## src/hw/rtl/stt_ram.sv

```systemverilog
// Generic single-port-write, single-port-read RAM with registered read data.
module stt_ram #(
  parameter int WIDTH = 8,
  parameter int DEPTH = 256
) (
  input  logic                     clk,
  input  logic                     we,
  input  logic [$clog2(DEPTH)-1:0] waddr,
  input  logic [WIDTH-1:0]         wdata,
  input  logic                     re,
  input  logic [$clog2(DEPTH)-1:0] raddr,
  output logic [WIDTH-1:0]         rdata
);

  logic [WIDTH-1:0] mem [DEPTH];
  logic [WIDTH-1:0] rdata_r;

  always_ff @(posedge clk) begin
    if (we) begin
      mem[waddr] <= wdata;
    end
    if (re) begin
      rdata_r <= mem[raddr];
    end
  end

  assign rdata = rdata_r;

endmodule
```

## config.mk

```make
export PLATFORM = sky130hd
export DESIGN_NAME = stt_ram
export DESIGN_NICKNAME = d
export VERILOG_FILES = /design/src/hw/rtl/stt_ram.sv
export SDC_FILE = /design/constraint.sdc
export NUM_CORES = 2
export LEC_CHECK = 0
export BUFFER_PORTS_ARGS = -buffer_cell sky130_fd_sc_hd__buf_2
export CORE_ASPECT_RATIO = 0.8
export CORE_MARGIN = 3
export CORE_UTILIZATION = 47
export DETAILED_ROUTE_END_ITERATION = 8
export PLACE_DENSITY = 0.67
export SLEW_MARGIN = 15
export SYNTH_ARGS = -nofsm -noshare
export SYNTH_HDL_FRONTEND = slang
export SYNTH_SLANG_ARGS = --single-unit
```

## constraint.sdc

```tcl
create_clock -name clk -period 2.6 [get_ports clk]
set_input_delay 0.13 -clock clk [delete_from_list [all_inputs] [get_ports clk]]
set_output_delay 0.13 -clock clk [all_outputs]
set_load 0.05 [all_outputs]
```

==> results.md <==
- For this run, the number of Yosys warnings is 0.
- The mean area per synthesized cell is 21.3 um2.
- The class of the most critical setup path is flip-flop to flip-flop.
- The largest total area in the synthesized netlist belongs to sky130_fd_sc_hd__edfxtp_1.
- In this run the tool buffered the top-level ports with 34 buffer cells.
- The number of antenna violations at the first check in global routing is 13.
- Summing over every cut layer, the via total after detailed routing is 41.4k.
- The worst max-slew margin expressed relative to the limit is 36.4%.
- From bottom edge to top edge, the die measures 374 um.
- After synthesis, the netlist uses 54 different library cells.
- The leakage power is 29.8 nW.
- The run finished with clean final reports.
- The final critical-path setup slack is 0.0112 ns.
- The number of synthesized register bits is 2,056.
- When the netlist entered floorplanning its net count stood at 3,760.
- The library cells used most frequently in the layout, excluding fill and tap cells, are sky130_fd_sc_hd__edfxtp_1 (2,056), sky130_fd_sc_hd__buf_4 (537), sky130_fd_sc_hd__mux4_2 (454).
- The final clock period utilization by the worst path is 99.6%.
- The number of placement rows is 134.
- Counting flops with a built-in enable in the synthesized netlist gives 2,056.
- The cell at the root of the clock tree is sky130_fd_sc_hd__clkbuf_16.
- In this run the power density over the cells is 721 mW/mm2.
- The via count of the first global-routing pass is 40.8k.
- Clock-pin slew was measured on the worst setup and hold paths at 0.07 ns.
- The global-route usage over all layers is 23.4%.
- The final worst clock skew is 0.0261 ns.
- The worst hold-check path type is primary input to flip-flop.
- The netlist area before placement is 0.0796 mm2.
- The net count reported at finish is 4,372.
- The count of final max-slew check failures is 0.
- TritonCTS built the clock tree.
- The iteration-0 DRC count of the detailed router is 5,963.
- After detailed routing, the average wire length per cell comes to 30.2 um.
- The total design power is 67.0 mW.
- The remaining global-route overflow is 0.
- Data on the critical path is required at its endpoint by 3.14 ns.
- The area added between synthesis and finish is 16.7%.
- At the end of routability-driven placement, the weighted congestion stood at 0.854.
- In the post-synthesis netlist, the biggest area contributors are sky130_fd_sc_hd__edfxtp_1 (78%), sky130_fd_sc_hd__mux4_2 (13%), sky130_fd_sc_hd__mux2i_1 (1.7%).
- Entering global routing, the biggest net connects 143 pins.
- The count of max-cap constraint violations is 0.
- In the synthesized netlist the async set-or-reset flop fraction comes to 0%.
- The total iterations of the first detailed-routing run is 6.
- For the pin with the worst max-slew slack, the measured transition is 0.954 ns.
- The most used flip-flop cell after synthesis is sky130_fd_sc_hd__edfxtp_1.
- In the routed layout, each cell is associated on average with a via count of 6.14.
- The final core utilization is 55.5%.
- The final layout contains routed wiring with a total length of 204 mm.
- The maximum clock path buffer count is 3.
- IR analysis of the VDD net gives a maximum drop of 0.762 mV.
- Detailed placement ended at an HPWL of 130 mm.
- Once the floorplan was initialized, standard cells occupied 47.5% of the core.
- The number of remaining DRC errors is 0.
- The worst setup path is launched from a flip-flop.
- Setup repair after global routing could not meet its margin everywhere.
- The die covers 0.174 mm2.
- After clock tree synthesis, the setup repair step added 0 buffers.
- Data arrives at the worst endpoint at 3.13 ns.
- Clock latency on the worst-skew pair, taken at its later pin, is 0.82 ns.
- The count of mapped cells out of synthesis is 3,733.
- The fmax is 0.386 GHz.
- The synthesized design devotes to its leading area cell type 77.5% of total area.
- Pin placement for this block handled 35 I/O pins.
- The number of buffers added by the clock tree synthesis step is 187.
- The most common cell after layout, fill and taps aside is sky130_fd_sc_hd__edfxtp_1.
- The maximum net fanout on the critical path is 1.
- Of the synthesized area, sequential elements account for 77.5%.
- The placeable core region is 0.167 mm2.
- Subtracting the final worst setup slack from the clock period gives 2.59 ns.
- Prior to clock tree synthesis, the placed netlist has a worst setup slack of -0.967 ns.
- The die is 466 um wide.
- The count of nets left with antenna violations once routing finished came out at 0.
- Cells with a size suffix above 1 make up 31.0% of the layout.
- Across all hold checks on the routed design, the worst slack comes to 0.0760 ns.
- The final setup violation count is 0.
- The number of clock sinks seen by CTS is 2,056.
- The count of final hold-check violations is 0.
- The number of H-tree levels is 4.
- The wire length of the first global-routing pass is 295 mm.
- The worst setup path is captured at a flip-flop.
==> final timing paths <==
| kind | to | slack, ns | from | cells after the start |
|---|---|---|---|---|
| max reg2reg | rdata[1] | 0.01 | mem[132][1] | 6 |
| min reg2reg | rdata[3] | 1.11 | mem[41][3] | 7 |
| min | mem[214][6] | 0.08 | waddr[6] | 4 |
| max | rdata[1] | 0.01 | mem[132][1] | 6 |
==> synthesized netlist by cell type (3+ instances only) <==
| master | instances |
|---|---|
| sky130_fd_sc_hd__or2_2 | 4 |
| sky130_fd_sc_hd__nor2b_1 | 31 |
| sky130_fd_sc_hd__nand3_1 | 34 |
| sky130_fd_sc_hd__buf_4 | 27 |
| sky130_fd_sc_hd__buf_2 | 31 |
| sky130_fd_sc_hd__nor3_1 | 22 |
| sky130_fd_sc_hd__nand2b_1 | 8 |
| sky130_fd_sc_hd__buf_6 | 21 |
| sky130_fd_sc_hd__mux4_2 | 454 |
| sky130_fd_sc_hd__nor4_1 | 24 |
| sky130_fd_sc_hd__o22ai_1 | 28 |
| sky130_fd_sc_hd__o22a_1 | 5 |
| sky130_fd_sc_hd__a22oi_1 | 133 |
| sky130_fd_sc_hd__o221ai_1 | 46 |
| sky130_fd_sc_hd__and2_1 | 6 |
| sky130_fd_sc_hd__a21oi_1 | 96 |
| sky130_fd_sc_hd__edfxtp_1 | 2056 |
| sky130_fd_sc_hd__buf_8 | 13 |
| sky130_fd_sc_hd__o211ai_1 | 10 |
| sky130_fd_sc_hd__a211oi_1 | 16 |
| sky130_fd_sc_hd__o32ai_1 | 4 |
| sky130_fd_sc_hd__nand4_1 | 10 |
| sky130_fd_sc_hd__nor4_2 | 3 |
| sky130_fd_sc_hd__a221oi_1 | 13 |
| sky130_fd_sc_hd__buf_1 | 22 |
| sky130_fd_sc_hd__o21ai_0 | 10 |
| sky130_fd_sc_hd__a22o_1 | 8 |
| sky130_fd_sc_hd__clkbuf_1 | 111 |
| sky130_fd_sc_hd__nand2_1 | 33 |
| sky130_fd_sc_hd__buf_12 | 8 |
| sky130_fd_sc_hd__mux2i_1 | 134 |
| sky130_fd_sc_hd__nor2_1 | 282 |
==> flip-flops by register name, indices dropped and copies added (netlist names) <==
signal  cells
mem      2048
rdata       8
==> cell type report <==
cell class | instances | area [um2]
sequential | 2056 | 61700
clock inverter | 112 | 915
fill | 12300 | 74500
clock buffer | 225 | 4910
timing repair buffer | 656 | 5900
multi-input combinational | 1442 | 16600
antenna | 9 | 22.5
inverter | 2 | 7.51
tap | 2244 | 2810
==> timing repair <==
item                                   in CTS  in global routing
endpoints found under the hold margin     774                  0
setup endpoints to repair                   8                  6
pin swaps                                   0                  2
gates resized for setup                    14                 11
hold buffers                               12                  0
==> metrics by stage <==
stage                     cell area [um2]  std cells  TNS [ns]
after global routing                92900       6740   -0.0182
after floorplan                     79600       3733         0
after CTS                           92800       6737   -0.0140
final                               92900       6746         0
after detailed placement            86800       6388     -5.72
after global placement              86800       6388     -6.03
==> power by group <==
group | internal [mW] | total [mW] | switching, mW
clock network | 14.7 | 26.6 | 11.9
logic | 1.48 | 3.83 | 2.35
registers | 36.5 | 36.6 | 0.0510
==> metal layers <==
metal / part of all wire [%] / GRT usage [%] / up-vias
li1: - / - / 16900
met1: 41 / 35.8 / 21700
met2: 45 / 33.9 / 2450
met3: 11 / 5.29 / 311
met4: 2.8 / 7.11 / 4
met5: 0.011 / 0 / -
==> cells by family after synthesis <==
group | count (synthesis) | share of synthesized area (%)
DFF | 2056 | 77.5
AOI/OAI and AO/OA | 385 | 3.42
muxes | 591 | 14.6
and+or+nand+nor | 466 | 2.63
buffers and inverters | 235 | 1.83
==> worst max-delay path, cell delays in order (launching register included) <==
cell                        delay [ns]
sky130_fd_sc_hd__edfxtp_1         0.40
sky130_fd_sc_hd__mux4_2           0.51
sky130_fd_sc_hd__mux4_2           0.47
sky130_fd_sc_hd__nor2_1           0.17
sky130_fd_sc_hd__a2111oi_1        0.09
sky130_fd_sc_hd__nor3_1           0.57
sky130_fd_sc_hd__nor4_1           0.12
Note: power is estimated with default switching activity, not from simulation.
